==> src/hw/rtl/afhs_pkg.sv <==
// ----------------------------------------------------------------------------
// afhs_pkg
// shared widths, codes, reset values and types of the autofocus stepper block
// ----------------------------------------------------------------------------
package afhs_pkg;

  localparam int unsigned PosW     = 8;   // motor position width
  localparam int unsigned ConW     = 32;  // contrast width
  localparam int unsigned LimW     = 8;   // width of the limit registers
  localparam int unsigned ActW     = 2;
  localparam int unsigned StageW   = 3;
  localparam int unsigned PhaseW   = 3;
  localparam int unsigned PatW     = 8;
  localparam int unsigned NumPat   = 4;
  localparam int unsigned CfgIdxW  = 3;
  localparam int unsigned CfgDataW = 32;

  // event codes
  localparam logic [ActW-1:0] ActAbort    = 2'd0;
  localparam logic [ActW-1:0] ActStart    = 2'd1;
  localparam logic [ActW-1:0] ActContrast = 2'd2;
  localparam logic [ActW-1:0] ActTick     = 2'd3;

  // focus stage codes
  localparam logic [StageW-1:0] StIdle  = 3'd0;
  localparam logic [StageW-1:0] StHome  = 3'd1;
  localparam logic [StageW-1:0] StSweep = 3'd2;
  localparam logic [StageW-1:0] StHold  = 3'd3;
  localparam logic [StageW-1:0] StTest  = 3'd4;

  // homing phase codes
  localparam logic [PhaseW-1:0] PhIdle     = 3'd0;
  localparam logic [PhaseW-1:0] PhStart    = 3'd1;
  localparam logic [PhaseW-1:0] PhWaitHigh = 3'd2;
  localparam logic [PhaseW-1:0] PhBackOff  = 3'd3;
  localparam logic [PhaseW-1:0] PhWaitLow  = 3'd4;
  localparam logic [PhaseW-1:0] PhFailed   = 3'd5;
  localparam logic [PhaseW-1:0] PhSuccess  = 3'd6;

  // configuration register indexes
  localparam logic [CfgIdxW-1:0] CfgBottomLimit  = 3'd0;
  localparam logic [CfgIdxW-1:0] CfgTopLimit     = 3'd1;
  localparam logic [CfgIdxW-1:0] CfgBackOffSteps = 3'd2;
  localparam logic [CfgIdxW-1:0] CfgSweepEnd     = 3'd3;
  localparam logic [CfgIdxW-1:0] CfgTestMode     = 3'd4;
  localparam logic [CfgIdxW-1:0] CfgStepPatterns = 3'd5;

  // configuration reset values
  localparam logic [LimW-1:0] RstBottomLimit  = 8'd120;
  localparam logic [LimW-1:0] RstTopLimit     = 8'd120;
  localparam logic [LimW-1:0] RstBackOffSteps = 8'd10;
  localparam logic [LimW-1:0] RstSweepEnd     = 8'd60;
  localparam logic            RstTestMode     = 1'b1;
  localparam logic [NumPat*PatW-1:0] RstStepPatterns = {8'o333, 8'o332, 8'o322, 8'o323};

  typedef struct packed {
    logic [LimW-1:0]        home_start_pos;
    logic [LimW-1:0]        seek_travel;
    logic [LimW-1:0]        back_off_steps;
    logic [LimW-1:0]        sweep_end;
    logic                   test_mode;
    logic [NumPat*PatW-1:0] step_patterns;
  } cfg_t;

  typedef struct packed {
    logic [ActW-1:0] action;
    logic [ConW-1:0] contrast;
    logic            home_switch;
  } item_t;

  typedef struct packed {
    logic              step_valid;
    logic [PatW-1:0]   step_pattern;
    logic              motor_enable;
    logic [PosW-1:0]   position;
    logic [PosW-1:0]   target;
    logic [StageW-1:0] stage;
    logic [PhaseW-1:0] home_phase;
    logic [PosW-1:0]   best_position;
  } res_t;

endpackage

==> src/hw/rtl/afhs_if.sv <==
// ----------------------------------------------------------------------------
// afhs channel interfaces
// event input, result output and configuration write channels
// ----------------------------------------------------------------------------
interface afhs_in_if;
  import afhs_pkg::*;
  logic            valid;
  logic            ready;
  logic [ActW-1:0] action;
  logic [ConW-1:0] contrast;
  logic            home_switch;
  modport source (output valid, action, contrast, home_switch, input ready);
  modport sink   (input valid, action, contrast, home_switch, output ready);
endinterface

interface afhs_out_if;
  import afhs_pkg::*;
  logic              valid;
  logic              ready;
  logic              step_valid;
  logic [PatW-1:0]   step_pattern;
  logic              motor_enable;
  logic [PosW-1:0]   position;
  logic [PosW-1:0]   target;
  logic [StageW-1:0] stage;
  logic [PhaseW-1:0] home_phase;
  logic [PosW-1:0]   best_position;
  modport source (output valid, step_valid, step_pattern, motor_enable, position, target,
                  stage, home_phase, best_position, input ready);
  modport sink   (input valid, step_valid, step_pattern, motor_enable, position, target,
                  stage, home_phase, best_position, output ready);
endinterface

interface afhs_cfg_if;
  import afhs_pkg::*;
  logic                valid;
  logic                ready;
  logic [CfgIdxW-1:0]  index;
  logic [CfgDataW-1:0] data;
  modport source (output valid, index, data, input ready);
  modport sink   (input valid, index, data, output ready);
endinterface

==> src/hw/rtl/afhs_cfg_regs.sv <==
// ----------------------------------------------------------------------------
// afhs_cfg_regs
// configuration register file, written through the config channel
// ----------------------------------------------------------------------------
module afhs_cfg_regs (
  input  logic            clk_i,
  input  logic            rst_ni,
  afhs_cfg_if.sink        cfg_i,
  output afhs_pkg::cfg_t  cfg_o
);
  import afhs_pkg::*;

  cfg_t cfg_q, cfg_d;

  assign cfg_i.ready = 1'b1;

  always_comb begin
    cfg_d = cfg_q;
    if (cfg_i.valid) begin
      unique case (cfg_i.index)
        CfgBottomLimit:  cfg_d.home_start_pos = cfg_i.data[LimW-1:0];
        CfgTopLimit:     cfg_d.seek_travel    = cfg_i.data[LimW-1:0];
        CfgBackOffSteps: cfg_d.back_off_steps = cfg_i.data[LimW-1:0];
        CfgSweepEnd:     cfg_d.sweep_end      = cfg_i.data[LimW-1:0];
        CfgTestMode:     cfg_d.test_mode      = cfg_i.data[0];
        CfgStepPatterns: cfg_d.step_patterns  = cfg_i.data[NumPat*PatW-1:0];
        default:         cfg_d = cfg_q;  // unknown index, dropped
      endcase
    end
  end

  always_ff @(posedge clk_i or negedge rst_ni) begin
    if (!rst_ni) begin
      cfg_q.home_start_pos <= RstBottomLimit;
      cfg_q.seek_travel    <= RstTopLimit;
      cfg_q.back_off_steps <= RstBackOffSteps;
      cfg_q.sweep_end      <= RstSweepEnd;
      cfg_q.test_mode      <= RstTestMode;
      cfg_q.step_patterns  <= RstStepPatterns;
    end else begin
      cfg_q <= cfg_d;
    end
  end

  assign cfg_o = cfg_q;

endmodule

==> src/hw/rtl/afhs_engine.sv <==
// ----------------------------------------------------------------------------
// afhs_engine
// focus state and the single-pass next-state logic for one event
// ----------------------------------------------------------------------------
module afhs_engine (
  input  logic            clk_i,
  input  logic            rst_ni,
  input  afhs_pkg::cfg_t  cfg_i,
  input  afhs_pkg::item_t item_i,
  input  logic            fire_i,
  output afhs_pkg::res_t  res_o
);
  import afhs_pkg::*;

  logic [StageW-1:0] stage_q, stage_d;
  logic [PhaseW-1:0] phase_q, phase_d;
  logic [PosW-1:0]   pos_q, pos_d;
  logic [PosW-1:0]   tgt_q, tgt_d;
  logic [ConW-1:0]   latest_q, latest_d;
  logic [ConW-1:0]   peak_q, peak_d;
  logic [PosW-1:0]   best_q, best_d;
  logic              on_q, on_d;

  always_comb begin
    logic            step;
    logic [PatW-1:0] pat;
    logic            at;
    logic [ConW-1:0] diff;
    logic [ConW-1:0] margin;

    stage_d  = stage_q;
    phase_d  = phase_q;
    pos_d    = pos_q;
    tgt_d    = tgt_q;
    latest_d = latest_q;
    peak_d   = peak_q;
    best_d   = best_q;
    on_d     = on_q;
    step     = 1'b0;
    pat      = '0;
    at       = 1'b0;
    diff     = latest_q - peak_q;
    margin   = (peak_q >> 4) + ConW'(1);

    unique case (item_i.action)
      ActAbort: begin
        latest_d = '0;
        peak_d   = '0;
        stage_d  = StIdle;
        phase_d  = PhIdle;
        on_d     = 1'b0;
      end
      ActStart: begin
        if (stage_q != StHome) begin
          latest_d = '0;
          peak_d   = '0;
          pos_d    = '0;
          tgt_d    = '0;
          stage_d  = StHome;
          phase_d  = PhStart;
        end
      end
      ActContrast: begin
        if (stage_q != StHome) begin
          latest_d = item_i.contrast;
        end
      end
      default: begin  // frame tick
        // one step toward the target first
        if (pos_q != tgt_q) begin
          if (pos_q < tgt_q) begin
            pos_d = pos_q + PosW'(1);
          end else begin
            pos_d = pos_q - PosW'(1);
          end
          step = 1'b1;
          pat  = cfg_i.step_patterns[{pos_d[1:0], 3'b000} +: PatW];
        end
        at = (pos_d == tgt_q);

        unique case (stage_q)
          StHome: begin
            unique case (phase_q)
              PhStart: begin
                pos_d   = PosW'(cfg_i.home_start_pos);
                tgt_d   = '0;
                phase_d = PhWaitHigh;
                on_d    = 1'b1;
              end
              PhWaitHigh: begin
                if (item_i.home_switch) begin
                  phase_d = PhBackOff;
                  tgt_d   = '0;
                  pos_d   = PosW'(cfg_i.back_off_steps);
                end else if (at) begin
                  phase_d = PhFailed;
                end
              end
              PhBackOff: begin
                if (at) begin
                  pos_d   = '0;
                  tgt_d   = PosW'(cfg_i.seek_travel);
                  phase_d = PhWaitLow;
                end
              end
              PhWaitLow: begin
                if (!item_i.home_switch) begin
                  pos_d   = '0;
                  tgt_d   = '0;
                  phase_d = PhSuccess;
                end else if (at) begin
                  phase_d = PhFailed;
                end
              end
              default: ;
            endcase
            if (phase_d == PhFailed) begin
              if (cfg_i.test_mode) begin
                stage_d = StTest;
              end else begin
                stage_d = StIdle;
                on_d    = 1'b0;
              end
            end else if (phase_d == PhSuccess) begin
              stage_d = cfg_i.test_mode ? StTest : StSweep;
              tgt_d   = PosW'(cfg_i.sweep_end);
              best_d  = '0;
            end
          end
          StSweep: begin
            if (at) begin
              tgt_d   = best_q;
              stage_d = StHold;
            end else if (latest_q > peak_q && diff > margin) begin
              // new peak only when it beats the old one by more than 1/16 of it plus one
              peak_d = latest_q;
              best_d = pos_d;
            end
          end
          StTest: begin
            if (at) begin
              tgt_d = (tgt_q == '0) ? PosW'(cfg_i.sweep_end) : '0;
            end
          end
          default: ;
        endcase
      end
    endcase

    res_o.step_valid    = step;
    res_o.step_pattern  = pat;
    res_o.motor_enable  = on_d;
    res_o.position      = pos_d;
    res_o.target        = tgt_d;
    res_o.stage         = stage_d;
    res_o.home_phase    = phase_d;
    res_o.best_position = best_d;
  end

  always_ff @(posedge clk_i or negedge rst_ni) begin
    if (!rst_ni) begin
      stage_q  <= StIdle;
      phase_q  <= PhIdle;
      pos_q    <= '0;
      tgt_q    <= '0;
      latest_q <= '0;
      peak_q   <= '0;
      best_q   <= '0;
      on_q     <= 1'b0;
    end else if (fire_i) begin
      stage_q  <= stage_d;
      phase_q  <= phase_d;
      pos_q    <= pos_d;
      tgt_q    <= tgt_d;
      latest_q <= latest_d;
      peak_q   <= peak_d;
      best_q   <= best_d;
      on_q     <= on_d;
    end
  end

endmodule

==> src/hw/rtl/autofocus_homing_stepper_controller.sv <==
// ----------------------------------------------------------------------------
// autofocus_homing_stepper_controller
// contrast hill-climb autofocus with stepper homing and a test swing
// ----------------------------------------------------------------------------
//
//   channel  dir  handshake     payload
//   -------  ---  ------------  -------------------------------------------
//   cfg_i    in   valid/ready   index, data (register write)
//   in_i     in   valid/ready   action, contrast, home_switch
//   out_o    out  valid/ready   step_valid, step_pattern, motor_enable,
//                               position, target, stage, home_phase,
//                               best_position
//
// one item per clock sustained while out_o is ready; an item goes from in_i to out_o
// through the input register, then the engine logic into the result register
// the state loop is one engine pass, so the next item sees the updated state
// reset (rst_ni low) puts config at its defaults and the focus state at idle
// a stall on out_o backs up one item in the input register, then drops ready
// config writes are always taken and apply to items processed afterward
//
module autofocus_homing_stepper_controller (
  input  logic       clk_i,
  input  logic       rst_ni,
  afhs_cfg_if.sink   cfg_i,
  afhs_in_if.sink    in_i,
  afhs_out_if.source out_o
);
  import afhs_pkg::*;

  cfg_t  cfg;
  item_t in_item_q;
  logic  in_valid_q;
  res_t  eng_res;
  res_t  out_res_q;
  logic  out_valid_q;
  logic  fire;
  logic  in_take;

  // configuration registers
  afhs_cfg_regs u_cfg_regs (
    .clk_i  (clk_i),
    .rst_ni (rst_ni),
    .cfg_i  (cfg_i),
    .cfg_o  (cfg)
  );

  // the engine runs when the item in the input register can move into the
  // result register: it is empty or being drained this cycle
  assign fire    = in_valid_q && (!out_valid_q || out_o.ready);
  assign in_take = in_i.valid && in_i.ready;

  // the input register frees itself in the same cycle it fires
  assign in_i.ready = !in_valid_q || fire;

  always_ff @(posedge clk_i or negedge rst_ni) begin
    if (!rst_ni) begin
      in_valid_q <= 1'b0;
    end else if (in_take) begin
      in_valid_q <= 1'b1;
    end else if (fire) begin
      in_valid_q <= 1'b0;
    end
  end

  // payload register, no reset
  always_ff @(posedge clk_i) begin
    if (in_take) begin
      in_item_q.action      <= in_i.action;
      in_item_q.contrast    <= in_i.contrast;
      in_item_q.home_switch <= in_i.home_switch;
    end
  end

  // focus state and next-state logic
  afhs_engine u_engine (
    .clk_i  (clk_i),
    .rst_ni (rst_ni),
    .cfg_i  (cfg),
    .item_i (in_item_q),
    .fire_i (fire),
    .res_o  (eng_res)
  );

  // result register
  always_ff @(posedge clk_i or negedge rst_ni) begin
    if (!rst_ni) begin
      out_valid_q <= 1'b0;
    end else if (fire) begin
      out_valid_q <= 1'b1;
    end else if (out_o.ready) begin
      out_valid_q <= 1'b0;
    end
  end

  always_ff @(posedge clk_i) begin
    if (fire) begin
      out_res_q <= eng_res;
    end
  end

  assign out_o.valid         = out_valid_q;
  assign out_o.step_valid    = out_res_q.step_valid;
  assign out_o.step_pattern  = out_res_q.step_pattern;
  assign out_o.motor_enable  = out_res_q.motor_enable;
  assign out_o.position      = out_res_q.position;
  assign out_o.target        = out_res_q.target;
  assign out_o.stage         = out_res_q.stage;
  assign out_o.home_phase    = out_res_q.home_phase;
  assign out_o.best_position = out_res_q.best_position;

`ifndef ASSERT_OFF
  // a processed item always lands in the result register
  a_fire_fills_out: assert property (@(posedge clk_i) disable iff (!rst_ni)
    fire |=> out_valid_q)
    else $error("engine fired but no result was registered");

  // no step means no coil pattern
  a_no_step_no_pattern: assert property (@(posedge clk_i) disable iff (!rst_ni)
    (out_o.valid && !out_o.step_valid) |-> (out_o.step_pattern == '0))
    else $error("coil pattern driven without a step");

  // sweeping and holding are only reached through a successful homing run
  a_focus_after_home: assert property (@(posedge clk_i) disable iff (!rst_ni)
    (out_o.valid && (out_o.stage == StSweep || out_o.stage == StHold))
      |-> (out_o.home_phase == PhSuccess))
    else $error("focus stage without successful homing");

  // test swing follows a finished homing run only
  a_test_after_home: assert property (@(posedge clk_i) disable iff (!rst_ni)
    (out_o.valid && out_o.stage == StTest)
      |-> (out_o.home_phase == PhSuccess || out_o.home_phase == PhFailed))
    else $error("test swing without finished homing");
`endif

endmodule
==> src/flat_wrapper.sv <==
// flat-port wrapper written by rule: the top's interface ports become plain ports
module autofocus_homing_stepper_controller_flat import afhs_pkg::*;
  (clk_i, rst_ni, cfg_i_valid, cfg_i_index, cfg_i_data, cfg_i_ready, in_i_valid, in_i_action, in_i_contrast, in_i_home_switch, in_i_ready, out_o_valid, out_o_step_valid, out_o_step_pattern, out_o_motor_enable, out_o_position, out_o_target, out_o_stage, out_o_home_phase, out_o_best_position, out_o_ready);
  afhs_cfg_if cfg_i_i ();
  afhs_in_if in_i_i ();
  afhs_out_if out_o_i ();
  input  logic clk_i;
  input  logic rst_ni;
  input wire logic [$bits(cfg_i_i.valid)-1:0] cfg_i_valid;
  input wire logic [$bits(cfg_i_i.index)-1:0] cfg_i_index;
  input wire logic [$bits(cfg_i_i.data)-1:0] cfg_i_data;
  output wire logic [$bits(cfg_i_i.ready)-1:0] cfg_i_ready;
  input wire logic [$bits(in_i_i.valid)-1:0] in_i_valid;
  input wire logic [$bits(in_i_i.action)-1:0] in_i_action;
  input wire logic [$bits(in_i_i.contrast)-1:0] in_i_contrast;
  input wire logic [$bits(in_i_i.home_switch)-1:0] in_i_home_switch;
  output wire logic [$bits(in_i_i.ready)-1:0] in_i_ready;
  output wire logic [$bits(out_o_i.valid)-1:0] out_o_valid;
  output wire logic [$bits(out_o_i.step_valid)-1:0] out_o_step_valid;
  output wire logic [$bits(out_o_i.step_pattern)-1:0] out_o_step_pattern;
  output wire logic [$bits(out_o_i.motor_enable)-1:0] out_o_motor_enable;
  output wire logic [$bits(out_o_i.position)-1:0] out_o_position;
  output wire logic [$bits(out_o_i.target)-1:0] out_o_target;
  output wire logic [$bits(out_o_i.stage)-1:0] out_o_stage;
  output wire logic [$bits(out_o_i.home_phase)-1:0] out_o_home_phase;
  output wire logic [$bits(out_o_i.best_position)-1:0] out_o_best_position;
  input wire logic [$bits(out_o_i.ready)-1:0] out_o_ready;
  assign cfg_i_i.valid = cfg_i_valid;
  assign cfg_i_i.index = cfg_i_index;
  assign cfg_i_i.data = cfg_i_data;
  assign cfg_i_ready = cfg_i_i.ready;
  assign in_i_i.valid = in_i_valid;
  assign in_i_i.action = in_i_action;
  assign in_i_i.contrast = in_i_contrast;
  assign in_i_i.home_switch = in_i_home_switch;
  assign in_i_ready = in_i_i.ready;
  assign out_o_valid = out_o_i.valid;
  assign out_o_step_valid = out_o_i.step_valid;
  assign out_o_step_pattern = out_o_i.step_pattern;
  assign out_o_motor_enable = out_o_i.motor_enable;
  assign out_o_position = out_o_i.position;
  assign out_o_target = out_o_i.target;
  assign out_o_stage = out_o_i.stage;
  assign out_o_home_phase = out_o_i.home_phase;
  assign out_o_best_position = out_o_i.best_position;
  assign out_o_i.ready = out_o_ready;
  autofocus_homing_stepper_controller u_core (.clk_i(clk_i), .rst_ni(rst_ni), .cfg_i(cfg_i_i), .in_i(in_i_i), .out_o(out_o_i));
endmodule
==> config.mk <==
export PLATFORM = sky130hd
export DESIGN_NAME = autofocus_homing_stepper_controller_flat
export DESIGN_NICKNAME = d
export VERILOG_FILES = /design/src/hw/rtl/afhs_pkg.sv /design/src/hw/rtl/afhs_if.sv /design/src/hw/rtl/afhs_cfg_regs.sv /design/src/hw/rtl/afhs_engine.sv /design/src/hw/rtl/autofocus_homing_stepper_controller.sv /design/src/flat_wrapper.sv
export SDC_FILE = /design/constraint.sdc
export NUM_CORES = 1
export LEC_CHECK = 0
export BUFFER_PORTS_ARGS = -buffer_cell sky130_fd_sc_hd__buf_2
export CORE_UTILIZATION = 31
export DETAILED_ROUTE_END_ITERATION = 6
export HOLD_SLACK_MARGIN = 0.15
export PLACE_DENSITY = 0.48
export RECOVER_POWER = 100
export REMOVE_ABC_BUFFERS = 1
export SKIP_CTS_REPAIR_TIMING = 1
export SLEW_MARGIN = 20
export SYNTH_ARGS = -nofsm -noshare
export SYNTH_HDL_FRONTEND = slang
export SYNTH_SLANG_ARGS = --single-unit
==> constraint.sdc <==
create_clock -name clk_i -period 5.8 [get_ports clk_i]
set_input_delay 0.87 -clock clk_i [delete_from_list [all_inputs] [get_ports clk_i]]
set_output_delay 0.87 -clock clk_i [all_outputs]
set_load 0.02 [all_outputs]
==> results by group <==
Run status
  • Status: finished with violations
  • Violated checks: capacitance limit, slew limit

Clocking
  • Clock sink count: 237
  • Worst skew pair latency: 0.58 ns
  • Clk buf depth: 3
  • Clock Tree Root: clkbuf_16
  • Clock Pin Slew Worst Setup and Hold Paths: 0.06 ns
  • H-tree depth: 1
  • CTS tree: built
  • Num CTS Buffers: 29

Power and ir drop
  • VDD IR-drop max: 0.2310 mV
  • Pwr Density: 452.8 nW/um^2
  • Leakage power: 6.466 nW

Setup path
  • Startpoint Class: register
  • Cell breakdown of the critical path: inv_1 -> ha_1 -> nor2b_1 -> o211ai_1 -> a21oi_1 -> or3_1 -> ha_1 -> a21o_1 -> or3_1 -> a31o_1 -> xnor2_1 -> or4_1 -> nor4_4 -> buf_4 -> and2_1 -> buf_4 -> o211ai_1 -> a32oi_1 -> o221ai_1
  • WS Path Type: reg2reg
  • WP data required: 6.10 ns
  • Critical Path AT: 5.77 ns
  • CP top delay family: simple AND/OR/NAND/NOR gates
  • Critical path's slowest cell: or4_1
  • WP buf/inv: 3
  • Crit path capture type: register
  • Critical Path Max Stage Delay: 0.57 ns
  • Largest fanout on the critical path: 10

Drt
  • DRC errors left: 0
  • Routed vias/inst: 5.186
  • Wire per inst: 19.42 microns
  • Pre-antenna DRT Iters: 5
  • Antenna-violating nets left: 0
  • Vias post-DR: 10680
  • 1st-iter DRT viols: 663
  • Routed WL: 39990 microns

Global route
  • GR Layer Usage met1: 22.19%
  • Grt met3 use: 2.851%
  • M2 GR Usage: 29.71%
  • Antenna violations before repair: 1
  • Vias in the first global route: 10830
  • Grt ovf: 0
  • First-pass GRT wire length: 62850 microns
  • Most Used Layer, Global Route: met2
  • Largest net degree at the start of global routing: 65
  • Overall Global Routing Usage: 17.25%

Layout
  • Design Area, Final: 16150 sq um
  • Layout cells sized above 1: 18.00%
  • # diodes: 0
  • Synth-to-layout area growth: 15.75%
  • Final core utilization: 36.45%
  • # fillers: 4509
  • Nets@finish: 1605

Timing
  • Setup ws final: 0.3312 ns
  • Final period util: 94.29%
  • Final min period: 5.469 ns
  • Setup violations, final: 0
  • Worst Skew: 0.02480 ns
  • Worst-Margin Slew: 3.062 ns
  • Final hold vios: 0
  • Slew HR: -104.1%
  • Fmax: 0.1829 GHz
  • Final Slew Violations: 281
  • Setup TNS: 0 ns

Floorplanning
  • Effective utilization at floorplan: 31.49%
  • Top-Level Pins: 118
  • Core Area: 44320 sq um
  • Rows: 77
  • Die Height: 214.2 microns
  • Die X: 214.2 microns
  • Die area: 45870 sq um

Logic synthesis
  • Post-synthesis async set-or-reset flop share: 68.35%
  • Mapped Area: 13950 sq um
  • Number of synthesized flops with an enable pin: 75
  • Syn Inst Count: 1323
  • FF+latch count, synth: 237
  • Seq/Total Area, Yosys: 45.50%
  • Synth Area per Inst: 10.55 sq um
  • Synth cell types: 85
  • Yosys warns: 0
  • Predominant post-synthesis flop cell: dfrtp_1

Worst hold path
  • Tightest Hold Check Type: in2reg

Place
  • Number of I/O port buffers: 116
  • Post-DP Area: 15290 sq um
  • DP HPWL: 29360 microns
  • GP Congestion: 0.8719
  • Pre-CTS WS: 0.02666 ns

Run
  • Max-Cap Viols: 6
state kept, by name, summed over array words and instances (netlist names), 3 cells and up:
signal                      flops
u_core.in_item_q               35
u_core.out_o.best_position      8
u_core.out_o.home_phase         3
u_core.out_o.position           8
u_core.out_o.stage              3
u_core.out_o.step_pattern       8
u_core.out_o.target             8
u_core.u_cfg_regs.cfg_o        65
u_core.u_engine.best_q          8
u_core.u_engine.latest_q       32
u_core.u_engine.peak_q         32
u_core.u_engine.phase_q         3
u_core.u_engine.pos_q           8
u_core.u_engine.stage_q         3
u_core.u_engine.tgt_q           8
per-stage QoR:
stage / total power [mW] / hold slack, ns / cells
6_report: 7.314 / 0.4836 / 2059
5_1_grt: 7.829 / 0.4559 / 2059
4_1_cts: 7.411 / 0.2430 / 2057
3_5_place_dp: 5.580 / 0.4729 / 2004
3_3_place_gp: 5.556 / 0.4726 / 2004
2_1_floorplan: 4.530 / 0.4572 / 1265
final timing paths:
path / from / slack [ns] / to / depth (start not counted)
worst max register to register: u_core.u_engine.tgt_q[1] / 0.33 / u_core.out_o.target[0] / 19
worst min-delay path: in_i_contrast[28] / 0.48 / u_core.in_item_q[29] / 1
max in group asynchronous: rst_ni / 1.65 / u_core.u_engine.latest_q[4] / 2
worst max-delay path: u_core.u_engine.tgt_q[1] / 0.33 / u_core.out_o.target[0] / 19
worst min register to register: u_core.in_valid_q / 0.49 / u_core.out_o.valid / 1
min in group asynchronous: rst_ni / 1.29 / u_core.u_engine.pos_q[3] / 1
cell type report:
| class | instances | area [sq um] | share of cell area (%) |
|---|---|---|---|
| inverter | 64 | 240.2 | 1.487 |
| sequential | 237 | 6350 | 39.31 |
| tap | 592 | 740.7 | 4.586 |
| clock buffer | 43 | 839.6 | 5.198 |
| multi-input combinational | 964 | 7152 | 44.28 |
| clock inverter | 10 | 83.83 | 0.5190 |
| timing repair buffer | 149 | 747.0 | 4.624 |
placed cells by master, fill, tap and decap left out, types with 23 or more instances in the layout:
master and n:
a21o_1 30, a21oi_1 60, a22o_1 60, buf_2 66, buf_4 23, clkbuf_1 66, clkbuf_16 30, dfrtp_1 127
dfstp_2 35, edfxtp_1 75, ha_1 83, inv_1 63, mux2_2 65, nand2_1 145, nand3_1 27, nor2_1 65
nor3_1 24, o21ai_0 73, xnor2_1 52
cell usage after synthesis, types with 6 or more instances:
cell,count,area [sq um]
a31oi_1,12,75.07
and2_1,18,112.6
mux2_2,65,732.0
a22oi_1,7,52.55
nor2_1,64,240.2
mux4_2,8,180.2
clkbuf_1,46,172.7
dfstp_2,35,919.6
a211oi_1,14,105.1
o211ai_1,8,60.06
or3_1,7,43.79
nand3_1,27,135.1
dfrtp_1,127,3178
a21o_1,30,225.2
a21oi_1,60,300.3
o21bai_1,6,45.04
xnor2_1,52,455.4
buf_4,7,52.55
nand2_1,145,544.3
o21a_1,9,67.56
a221o_1,21,210.2
ha_1,83,1039
inv_1,62,232.7
nor4_1,6,37.54
nand2b_1,14,87.58
nand4_1,12,75.07
and3_1,10,62.56
edfxtp_1,75,2252
a22o_1,60,525.5
nor2b_1,14,87.58
nor3_1,24,120.1
o2bb2ai_1,6,52.55
o31ai_1,13,97.59
xor2_1,12,105.1
o21ai_0,73,365.4
cells by family (layout without fill, tap and decap cells):
| kind of cell | after synthesis | after routing | synth area share [%] |
|---|---|---|---|
| muxes | 75 | 75 | 6.680 |
| adders and majority gates | 85 | 85 | 7.729 |
| DFF | 237 | 237 | 45.50 |
| other | 1 | 1 | 0.02687 |
| xor gates and xnor gates | 65 | 65 | 4.178 |
| and+or+nand+nor | 367 | 367 | 12.98 |
| AOI/OAI and AO/OA | 371 | 371 | 19.41 |
| buffers and inverters | 122 | 266 | 3.488 |
power breakdown:
part           leakage [nW]  switching, mW  total (mW)  internal, mW
combinational          3.30           1.95        3.32          1.38
sequential             2.72          0.187        2.21          2.03
clock                 0.451          0.739        1.78          1.04
routing by layer:
metal  part of all wire (%)  wire length (microns)
met1                     44                  17740
met2                     49                  19490
met3                    4.1                   1653
met4                    2.7                   1095
met5                  0.025                     10
No activity file was read; power rests on OpenSTA's default activity.
